--- config.mk ---
export PLATFORM = sky130hd
export DESIGN_NAME = rsa_modular_exponentiation_top_flat
export DESIGN_NICKNAME = d
export VERILOG_FILES = /design/src/sv/rsame_pkg.sv /design/src/sv/rsame_if.sv /design/src/sv/rsame_ctrl.sv /design/src/sv/rsame_dp.sv /design/src/sv/rsa_modular_exponentiation_top.sv /design/src/flat_wrapper.sv
export SDC_FILE = /design/constraint.sdc
export NUM_CORES = 1
export LEC_CHECK = 0
export CORE_ASPECT_RATIO = 1.1
export CORE_UTILIZATION = 40
export CTS_CLUSTER_DIAMETER = 30
export DETAILED_ROUTE_END_ITERATION = 7
export DONT_BUFFER_PORTS = 1
export PLACE_DENSITY_LB_ADDON = 0.08
export SLEW_MARGIN = 20
export SYNTH_ARGS = -nofsm -noshare
export SYNTH_HDL_FRONTEND = slang
export SYNTH_SLANG_ARGS = --single-unit
export TNS_END_PERCENT = 100
--- constraint.sdc ---
create_clock -name clock -period 7.8 [get_ports clock]
set_input_delay 0.78 -clock clock [delete_from_list [all_inputs] [get_ports clock]]
set_output_delay 0.78 -clock clock [all_outputs]
set_load 0.01 [all_outputs]
--- src/sv/rsame_pkg.sv ---
// ----------------------------------------------------------------------------
// rsame_pkg
// shared constants and controller/datapath types for the modular
// exponentiation block
// ----------------------------------------------------------------------------
package rsame_pkg;

   localparam int MOD_BITS_DEFAULT = 36;
   localparam int CSR_IDX_BITS     = 8;

   // register indexes on the configuration port
   localparam logic [CSR_IDX_BITS-1:0] REG_MODULUS  = 8'd0;
   localparam logic [CSR_IDX_BITS-1:0] REG_EXPONENT = 8'd1;

   // register reset values, truncated to the datapath width where used
   localparam logic [63:0] MODULUS_RESET  = 64'd10547596117;  // 101467 * 103951
   localparam logic [63:0] EXPONENT_RESET = 64'd14293;

   // operand selection for the shared modular multiplier
   typedef enum logic [1:0] {
      MM_REDUCE = 2'd0,   // 1 * base, reduces the base mod n
      MM_MUL    = 2'd1,   // result * square
      MM_SQR    = 2'd2    // square * square
   } mm_sel_type;

   typedef struct packed {
      logic       start;      // load multiplier operands, clear accumulator
      mm_sel_type sel;        // operand choice for start
      logic       step;       // one multiplier bit
      logic       store_sq;   // capture multiplier result as the square
      logic       store_res;  // capture multiplier result as the power
      logic       shift_ex;   // drop the exponent lsb
      logic       load_out;   // move the power into the output register
   } dp_cmd_type;

   typedef struct packed {
      logic mod_small;    // modulus below two
      logic ex_zero;      // no exponent bits left
      logic ex_lsb;       // current exponent bit
      logic ex_rest_zero; // no set bits above the current one
      logic out_free;     // output register can take a result this cycle
   } dp_status_type;

endpackage

--- src/sv/rsame_if.sv ---
// ----------------------------------------------------------------------------
// rsame interfaces
// valid/ready channels for the message, the result and register writes
// ----------------------------------------------------------------------------
interface rsame_req_if #(parameter int W = rsame_pkg::MOD_BITS_DEFAULT);
   logic         valid;
   logic         ready;
   logic [W-1:0] base_value;

   modport source (output valid, output base_value, input ready);
   modport sink   (input valid, input base_value, output ready);
endinterface

interface rsame_rsp_if #(parameter int W = rsame_pkg::MOD_BITS_DEFAULT);
   logic         valid;
   logic         ready;
   logic [W-1:0] power_result;

   modport source (output valid, output power_result, input ready);
   modport sink   (input valid, input power_result, output ready);
endinterface

interface rsame_csr_if #(parameter int W = rsame_pkg::MOD_BITS_DEFAULT);
   logic                               valid;
   logic                               ready;
   logic [rsame_pkg::CSR_IDX_BITS-1:0] index;
   logic [W-1:0]                       wdata;

   modport source (output valid, output index, output wdata, input ready);
   modport sink   (input valid, input index, input wdata, output ready);
endinterface

--- src/sv/rsame_ctrl.sv ---
// ----------------------------------------------------------------------------
// rsame_ctrl
// sequencer for reduce, multiply and square passes of the shared multiplier
// ----------------------------------------------------------------------------
module rsame_ctrl #(
   parameter int MOD_BITS = rsame_pkg::MOD_BITS_DEFAULT
) (
   input  logic                     clock,
   input  logic                     reset,
   input  logic                     req_valid,
   output logic                     req_ready,
   input  rsame_pkg::dp_status_type status,
   output rsame_pkg::dp_cmd_type    cmd
);
   import rsame_pkg::*;

   localparam int CNT_BITS = $clog2(MOD_BITS);

   typedef enum logic [5:0] {
      ST_IDLE   = 6'b000001,
      ST_REDUCE = 6'b000010,
      ST_CHECK  = 6'b000100,
      ST_MULT   = 6'b001000,
      ST_SQUARE = 6'b010000,
      ST_FINISH = 6'b100000
   } state_type;

   state_type           state_ff, state_in;
   logic [CNT_BITS-1:0] cnt_ff, cnt_in;
   logic                cnt_last;

   assign cnt_last  = (cnt_ff == CNT_BITS'(MOD_BITS - 1));
   assign req_ready = (state_ff == ST_IDLE);

   always_comb begin
      cmd      = '0;
      cmd.sel  = MM_REDUCE;
      state_in = state_ff;
      cnt_in   = cnt_ff;
      unique case (state_ff)
         ST_IDLE: begin
            if (req_valid) begin
               cmd.start = 1'b1;
               cmd.sel   = MM_REDUCE;
               cnt_in    = '0;
               state_in  = status.mod_small ? ST_FINISH : ST_REDUCE;
            end
         end
         ST_REDUCE: begin
            cmd.step = 1'b1;
            cnt_in   = cnt_ff + 1'b1;
            if (cnt_last) begin
               cmd.store_sq = 1'b1;
               state_in     = ST_CHECK;
            end
         end
         ST_CHECK: begin
            cnt_in = '0;
            if (status.ex_zero) begin
               state_in = ST_FINISH;
            end else if (status.ex_lsb) begin
               cmd.start = 1'b1;
               cmd.sel   = MM_MUL;
               state_in  = ST_MULT;
            end else begin
               cmd.start = 1'b1;
               cmd.sel   = MM_SQR;
               state_in  = ST_SQUARE;
            end
         end
         ST_MULT: begin
            cmd.step = 1'b1;
            cnt_in   = cnt_ff + 1'b1;
            if (cnt_last) begin
               cmd.store_res = 1'b1;
               if (status.ex_rest_zero) begin
                  // top exponent bit done, last square is not needed
                  state_in = ST_FINISH;
               end else begin
                  cmd.start = 1'b1;
                  cmd.sel   = MM_SQR;
                  cnt_in    = '0;
                  state_in  = ST_SQUARE;
               end
            end
         end
         ST_SQUARE: begin
            cmd.step = 1'b1;
            cnt_in   = cnt_ff + 1'b1;
            if (cnt_last) begin
               cmd.store_sq = 1'b1;
               cmd.shift_ex = 1'b1;
               state_in     = ST_CHECK;
            end
         end
         ST_FINISH: begin
            if (status.out_free) begin
               cmd.load_out = 1'b1;
               state_in     = ST_IDLE;
            end
         end
         default: state_in = ST_IDLE;
      endcase
   end

   always_ff @(posedge clock) begin
      if (reset) begin
         state_ff <= ST_IDLE;
         cnt_ff   <= '0;
      end else begin
         state_ff <= state_in;
         cnt_ff   <= cnt_in;
      end
   end

`ifndef ASSERT_OFF
   a_accept_leaves_idle: assert property (@(posedge clock) disable iff (reset)
      (req_valid && req_ready) |=> (state_ff != ST_IDLE))
      else $error("controller stayed idle after a transaction");

   a_pass_ends_on_count: assert property (@(posedge clock) disable iff (reset)
      (cmd.store_sq || cmd.store_res) |-> cnt_last)
      else $error("multiplier result stored before the last bit");
`endif

endmodule

--- src/sv/rsame_dp.sv ---
// ----------------------------------------------------------------------------
// rsame_dp
// configuration registers, bit-serial modular multiplier, exponent shifter
// and output register
// ----------------------------------------------------------------------------
module rsame_dp #(
   parameter int MOD_BITS = rsame_pkg::MOD_BITS_DEFAULT
) (
   input  logic                               clock,
   input  logic                               reset,
   input  logic                               csr_write,
   input  logic [rsame_pkg::CSR_IDX_BITS-1:0] csr_index,
   input  logic [MOD_BITS-1:0]                csr_wdata,
   input  logic [MOD_BITS-1:0]                base_value,
   input  rsame_pkg::dp_cmd_type              cmd,
   output rsame_pkg::dp_status_type           status,
   output logic                               rsp_valid,
   input  logic                               rsp_ready,
   output logic [MOD_BITS-1:0]                power_result
);
   import rsame_pkg::*;

   logic [MOD_BITS-1:0] mod_ff, exp_ff;
   logic [MOD_BITS-1:0] ex_ff, res_ff, sq_ff;
   logic [MOD_BITS-1:0] acc_ff, mul_a_ff, mul_b_ff;
   logic [MOD_BITS-1:0] out_ff;
   logic                out_valid_ff;

   logic [MOD_BITS:0]   dbl, sum;
   logic [MOD_BITS-1:0] dbl_red, sum_red, acc_in;
   logic [MOD_BITS-1:0] start_a, start_b;

   // one multiplier bit: acc = 2*acc mod n, then + a mod n if the b bit is set
   always_comb begin
      dbl     = {acc_ff, 1'b0};
      dbl_red = (dbl >= {1'b0, mod_ff}) ? MOD_BITS'(dbl - {1'b0, mod_ff})
                                        : dbl[MOD_BITS-1:0];
      sum     = {1'b0, dbl_red} + {1'b0, mul_a_ff};
      sum_red = (sum >= {1'b0, mod_ff}) ? MOD_BITS'(sum - {1'b0, mod_ff})
                                        : sum[MOD_BITS-1:0];
      acc_in  = mul_b_ff[MOD_BITS-1] ? sum_red : dbl_red;
   end

   always_comb begin
      case (cmd.sel)
         MM_MUL: begin
            start_a = res_ff;
            start_b = sq_ff;
         end
         MM_SQR: begin
            start_a = sq_ff;
            start_b = sq_ff;
         end
         default: begin
            start_a = MOD_BITS'(1);
            start_b = base_value;
         end
      endcase
   end

   // configuration registers
   always_ff @(posedge clock) begin
      if (reset) begin
         mod_ff <= MODULUS_RESET[MOD_BITS-1:0];
         exp_ff <= EXPONENT_RESET[MOD_BITS-1:0];
      end else if (csr_write) begin
         if (csr_index == REG_MODULUS) begin
            mod_ff <= csr_wdata;
         end else if (csr_index == REG_EXPONENT) begin
            exp_ff <= csr_wdata;
         end
      end
   end

   // working registers
   always_ff @(posedge clock) begin
      if (cmd.start) begin
         acc_ff   <= '0;
         mul_a_ff <= start_a;
         mul_b_ff <= start_b;
      end else if (cmd.step) begin
         acc_ff   <= acc_in;
         mul_b_ff <= {mul_b_ff[MOD_BITS-2:0], 1'b0};
      end
      if (cmd.start && (cmd.sel == MM_REDUCE)) begin
         res_ff <= MOD_BITS'(1);
         ex_ff  <= exp_ff;
      end else begin
         if (cmd.store_res) begin
            res_ff <= acc_in;
         end
         if (cmd.shift_ex) begin
            ex_ff <= ex_ff >> 1;
         end
      end
      if (cmd.store_sq) begin
         sq_ff <= acc_in;
      end
      if (cmd.load_out) begin
         out_ff <= status.mod_small ? '0 : res_ff;
      end
   end

   // output register
   always_ff @(posedge clock) begin
      if (reset) begin
         out_valid_ff <= 1'b0;
      end else if (cmd.load_out) begin
         out_valid_ff <= 1'b1;
      end else if (rsp_ready) begin
         out_valid_ff <= 1'b0;
      end
   end

   assign rsp_valid    = out_valid_ff;
   assign power_result = out_ff;

   always_comb begin
      status.mod_small    = (mod_ff[MOD_BITS-1:1] == '0);
      status.ex_zero      = (ex_ff == '0);
      status.ex_lsb       = ex_ff[0];
      status.ex_rest_zero = (ex_ff[MOD_BITS-1:1] == '0);
      status.out_free     = !out_valid_ff || rsp_ready;
   end

`ifndef ASSERT_OFF
   a_no_overwrite: assert property (@(posedge clock) disable iff (reset)
      cmd.load_out |-> (!out_valid_ff || rsp_ready))
      else $error("result loaded over a pending transaction");

   a_acc_reduced: assert property (@(posedge clock) disable iff (reset)
      (cmd.step && !cmd.start && !status.mod_small) |=> (acc_ff < mod_ff))
      else $error("multiplier accumulator not reduced");

   a_res_reduced: assert property (@(posedge clock) disable iff (reset)
      (cmd.store_res && !status.mod_small) |=> (res_ff < mod_ff))
      else $error("stored power not reduced");
`endif

endmodule

--- src/sv/rsa_modular_exponentiation_top.sv ---
// sequence: reduction of the base, then for each exponent bit up to the top set bit
//   a check, a multiply pass if the bit is set and a square pass unless it is the top
//   bit, then the load into the output register; a modulus below two skips straight
//   to the load
// throughput: one item at a time, set by the bit-serial modular multiplier
//   (one multiplier bit per cycle, shared by reduce, multiply and square)
// reset: synchronous active high, idle, output empty, registers at default key
// ----------------------------------------------------------------------------
// rsa_modular_exponentiation_top
// right-to-left square-and-multiply modular exponentiation of one message
// value per transaction with a configured modulus and exponent
// ----------------------------------------------------------------------------
module rsa_modular_exponentiation_top #(
   parameter int MOD_BITS = rsame_pkg::MOD_BITS_DEFAULT
) (
   input logic        clock,
   input logic        reset,
   rsame_req_if.sink  req_bus,   // message values in
   rsame_rsp_if.source rsp_bus,  // powers out
   rsame_csr_if.sink  csr_bus    // modulus and exponent writes
);
   import rsame_pkg::*;

   dp_cmd_type    cmd;     // controller to datapath
   dp_status_type status;  // datapath to controller

   // register writes land at once, the port never stalls
   assign csr_bus.ready = 1'b1;

   // sequencer: reduce the base, then walk the exponent lsb first
   rsame_ctrl #(
      .MOD_BITS (MOD_BITS)
   ) u_ctrl (
      .clock     (clock),
      .reset     (reset),
      .req_valid (req_bus.valid),
      .req_ready (req_bus.ready),
      .status    (status),
      .cmd       (cmd)
   );

   // registers, multiplier and output stage; the output register lets the
   // next transaction start while a result still waits downstream
   rsame_dp #(
      .MOD_BITS (MOD_BITS)
   ) u_dp (
      .clock        (clock),
      .reset        (reset),
      .csr_write    (csr_bus.valid),
      .csr_index    (csr_bus.index),
      .csr_wdata    (csr_bus.wdata),
      .base_value   (req_bus.base_value),
      .cmd          (cmd),
      .status       (status),
      .rsp_valid    (rsp_bus.valid),
      .rsp_ready    (rsp_bus.ready),
      .power_result (rsp_bus.power_result)
   );

endmodule
--- src/flat_wrapper.sv ---
// flat-port wrapper written by rule: the top's interface ports become plain ports
module rsa_modular_exponentiation_top_flat import rsame_pkg::*;
#(
   parameter int MOD_BITS = rsame_pkg::MOD_BITS_DEFAULT
)
  (clock, reset, req_bus_valid, req_bus_base_value, req_bus_ready, rsp_bus_valid, rsp_bus_power_result, rsp_bus_ready, csr_bus_valid, csr_bus_index, csr_bus_wdata, csr_bus_ready);
  rsame_req_if req_bus_i ();
  rsame_rsp_if rsp_bus_i ();
  rsame_csr_if csr_bus_i ();
  input logic clock;
  input logic reset;
  input wire logic [$bits(req_bus_i.valid)-1:0] req_bus_valid;
  input wire logic [$bits(req_bus_i.base_value)-1:0] req_bus_base_value;
  output wire logic [$bits(req_bus_i.ready)-1:0] req_bus_ready;
  output wire logic [$bits(rsp_bus_i.valid)-1:0] rsp_bus_valid;
  output wire logic [$bits(rsp_bus_i.power_result)-1:0] rsp_bus_power_result;
  input wire logic [$bits(rsp_bus_i.ready)-1:0] rsp_bus_ready;
  input wire logic [$bits(csr_bus_i.valid)-1:0] csr_bus_valid;
  input wire logic [$bits(csr_bus_i.index)-1:0] csr_bus_index;
  input wire logic [$bits(csr_bus_i.wdata)-1:0] csr_bus_wdata;
  output wire logic [$bits(csr_bus_i.ready)-1:0] csr_bus_ready;
  assign req_bus_i.valid = req_bus_valid;
  assign req_bus_i.base_value = req_bus_base_value;
  assign req_bus_ready = req_bus_i.ready;
  assign rsp_bus_valid = rsp_bus_i.valid;
  assign rsp_bus_power_result = rsp_bus_i.power_result;
  assign rsp_bus_i.ready = rsp_bus_ready;
  assign csr_bus_i.valid = csr_bus_valid;
  assign csr_bus_i.index = csr_bus_index;
  assign csr_bus_i.wdata = csr_bus_wdata;
  assign csr_bus_ready = csr_bus_i.ready;
  rsa_modular_exponentiation_top #(.MOD_BITS(MOD_BITS)) u_core (.clock(clock), .reset(reset), .req_bus(req_bus_i), .rsp_bus(rsp_bus_i), .csr_bus(csr_bus_i));
endmodule
==> impl_metrics.tcl <==
set metrics [dict create \
    synth_cells 2432 \
    cp.arrival_ns 7.93 \
    root_buffer "clkbuf_16" \
    critPathKind "reg2reg" \
    cap_violations 0 \
    min_period_ns 7.42 \
    finalCritPeriodShare_pct 95.2 \
    finalHoldViolations 0 \
    grt-ovfl-total 0 \
    hold_class "in2reg" \
    wl_per_cell_um 22.3 \
    cp_max_fo 19 \
    critPathLaunchType "flop" \
    nets 2877 \
    first_pass_iters 7 \
    power_mw 13.5 \
    syn_area_per_cell_um2 8.79 \
    initial_utilization_pct 40.6 \
    io_buffer_count 0 \
    fp.dieW_um 222 \
    first_global_vias 18900 \
    final_cell_mix "387 x nand2_1, 294 x buf_4, 180 x edfxtp_1, 165 x a21oi_1, 157 x dfxtp_1" \
    finalInstanceArea_um2 27000 \
    synth_edf_count 180 \
    synthArstFlopShare_pct 0 \
    core_um2 52600 \
    numCtsBuffers 77 \
    finalMaxSlewViolations 0 \
    setup-violations-final 0 \
    antenna_found_initial 0 \
    ys_seq_area_share_pct 40.0 \
    synth_cell_type_count 96 \
    cpMostUsedCell "buf_4" \
    dieArea_um2 54400 \
    vias 19200 \
    via_per_inst 5.61 \
    p_per_area_nw_per_um2 501 \
    grt_use_total_pct 27.6 \
    yosysWarningCount 0 \
    ff2ff_setup_slack_ns 0.38 \
    final_antenna_net_count 0 \
    crit_required_ns 8.30 \
    slew_headroom_pct 29.2 \
    hold_depth 1 \
    cts_tree "done" \
    wl_um 76200 \
    worst_slew_pin_slew_ns 1.06 \
    insertion_delay_ns 0.62 \
    ir_worst_vdd_v 0.000213 \
    hold_ws_ns 0.236 \
    cts_buffer_depth 3 \
    grt_first_pass_wirelength_um 114000 \
    leakagePower_nw 11.2 \
    clk_pin_slew_worst_paths_ns 0.05 \
    reg2reg_depth 34 \
    setup_slack_ns 0.378 \
    rr_startpoint "u_core.u_dp.mod_ff[34]" \
    crit_end "u_core.u_dp.acc_ff[1]" \
    critPathCaptureType "flop" \
    h-tree-depth 3 \
    fin_skew_ns 0.0266 \
    diodes 0 \
    utilization_pct 51.2 \
    drive_gt1_share_pct 19.6 \
    ioPinCount 124 \
    synthFlopType "edfxtp_1" \
    gp_congestion 0.971 \
    rsz0062_at_grt "no" \
    drc 0 \
    r2r_end "u_core.u_dp.acc_ff[1]" \
    layout_commonest_cell "nand2_1" \
    status "complete, no violations" \
    rows 88 \
    max_freq_mhz 135 \
    dpl.hpwl_um 58400 \
    place_ws_ns -0.0865 \
    max_stage_delay_ns 0.42 \
    netlist_area_um2 21400 \
    ys_ff_latch 337 \
    slowest_stage "dfxtp_1" \
    syn_to_final_growth_pct 26.1 \
    drt_iter0_drc 1340 \
    grt_max_degree 86 \
    dpl_cell_area_um2 24000 \
    cts.sinks 337 \
    synth.net_count 2634 \
    startpoint "u_core.u_dp.mod_ff[34]" \
    dieHeight_um 244 \
]
## cells in the mapped netlist (8+ instances only)
| cell | number | area [µm²] |
|---|---|---|
| nand2_1 | 388 | 1460 |
| edfxtp_1 | 180 | 5410 |
| a21oi_1 | 170 | 851 |
| dfxtp_1 | 157 | 3140 |
| nor2_1 | 142 | 533 |
| o21ai_0 | 134 | 671 |
| inv_1 | 117 | 439 |
| ha_1 | 114 | 1430 |
| clkbuf_1 | 93 | 349 |
| nor2b_1 | 84 | 526 |
| mux2i_1 | 75 | 751 |
| nand3_1 | 65 | 325 |
| a21o_1 | 58 | 435 |
| xnor2_1 | 45 | 394 |
| a22oi_1 | 41 | 308 |
| nor3_1 | 33 | 165 |
| a211o_1 | 32 | 280 |
| xor2_1 | 28 | 245 |
| nand4_1 | 27 | 169 |
| buf_2 | 26 | 130 |
| nor4_1 | 26 | 163 |
| a211oi_1 | 25 | 188 |
| o21a_1 | 25 | 188 |
| and3_1 | 19 | 119 |
| mux2_2 | 18 | 203 |
| nand2b_1 | 18 | 113 |
| o31ai_1 | 18 | 135 |
| a31oi_1 | 15 | 93.8 |
| and2_1 | 15 | 93.8 |
| a22o_1 | 14 | 123 |
| nand3b_1 | 14 | 105 |
| o21ai_1 | 13 | 65.1 |
| a31o_2 | 11 | 96.3 |
| o21bai_1 | 11 | 82.6 |
| o211ai_1 | 10 | 75.1 |
| o221ai_1 | 10 | 87.6 |
| o2111ai_1 | 9 | 78.8 |
| buf_1 | 8 | 30.0 |
| o2bb2ai_1 | 8 | 70.1 |
## metal layers
layer,wire length [µm],up-vias,GRT usage (%)
met2,34500,561,44.5
met1,35300,9148,37.6
met4,2110,0,9.84
met3,4390,99,4.07
met5,0,-,0
li1,-,9361,-
## repair_timing
item,CTS,global route
resized for setup,3,50
buffers inserted,0,0
hold buffers,0,0
endpoints found under the setup margin,15,108
pin swaps,0,10
## state kept, by name (all words and copies together), names as in the netlist
| name | flops |
|---|---|
| u_core.u_ctrl.cnt_ff | 6 |
| u_core.u_dp.mod_ff | 36 |
| u_core.u_dp.mul_b_ff | 36 |
| u_core.u_dp.exp_ff | 36 |
| u_core.u_dp.rsp_valid | 1 |
| u_core.u_ctrl.state_ff | 6 |
| u_core.u_dp.mul_a_ff | 36 |
| u_core.u_dp.ex_ff | 36 |
| u_core.u_dp.power_result | 36 |
| u_core.u_dp.acc_ff | 36 |
| u_core.u_dp.res_ff | 36 |
| u_core.u_dp.sq_ff | 36 |
## critical path, delay by kind of cell (launching register included)
| family | cells | cell delay [ns] |
|---|---|---|
| fa+ha+maj | 3 | 0.96 |
| flops | 1 | 0.42 |
| compound gates | 9 | 1.91 |
| xor+xnor | 1 | 0.41 |
| simple gates | 8 | 1.21 |
| mux | 3 | 0.79 |
| buf+inv | 10 | 1.59 |
## per-stage QoR
step / setup TNS (ns) / instances
2_1_floorplan: 0 / 2432
3_3_place_gp: -0.286 / 3270
3_5_place_dp: -0.231 / 3270
4_1_cts: 0 / 3414
5_1_grt: 0 / 3415
6_report: 0 / 3415
## power by group
group	switching, mW	internal [mW]	total, mW
logic	4.29	3.27	7.56
clock network	1.11	2.21	3.32
registers	0.222	2.40	2.62
## worst min path at each step
stage	startpoint	slack (ns)	endpoint
floorplan	u_core.u_dp.exp_ff[35]	0.43	u_core.u_dp.exp_ff[35]
global placement	u_core.u_dp.exp_ff[35]	0.43	u_core.u_dp.exp_ff[35]
detailed placement	u_core.u_dp.exp_ff[18]	0.44	u_core.u_dp.exp_ff[18]
CTS	reset	0.21	u_core.u_dp.mod_ff[3]
global route	reset	0.22	u_core.u_dp.mod_ff[3]
finish	reset	0.24	u_core.u_dp.mod_ff[3]
## layout make-up
class / count / area, µm²
flip-flops and latches: 337 / 8550
fillers: 5020 / 25700
clock inverters: 43 / 624
repair buffers: 300 / 2310
clock buffers: 101 / 2090
inverters: 118 / 443
well taps: 675 / 845
multi-input cells: 1841 / 12100
## cells by family after synthesis
| kind of cell | after synthesis | share of synthesized area, % |
|---|---|---|
| AOI/OAI and AO/OA | 685 | 21.7 |
| xor gates and xnor gates | 73 | 2.99 |
| adders and majority gates | 117 | 6.96 |
| buffers and inverters | 254 | 4.77 |
| DFF | 337 | 40.0 |
| muxes | 93 | 4.46 |
| other | 1 | 0.0175 |
| and+or+nand+nor | 872 | 19.1 |
(Power assumes the default switching activity.)
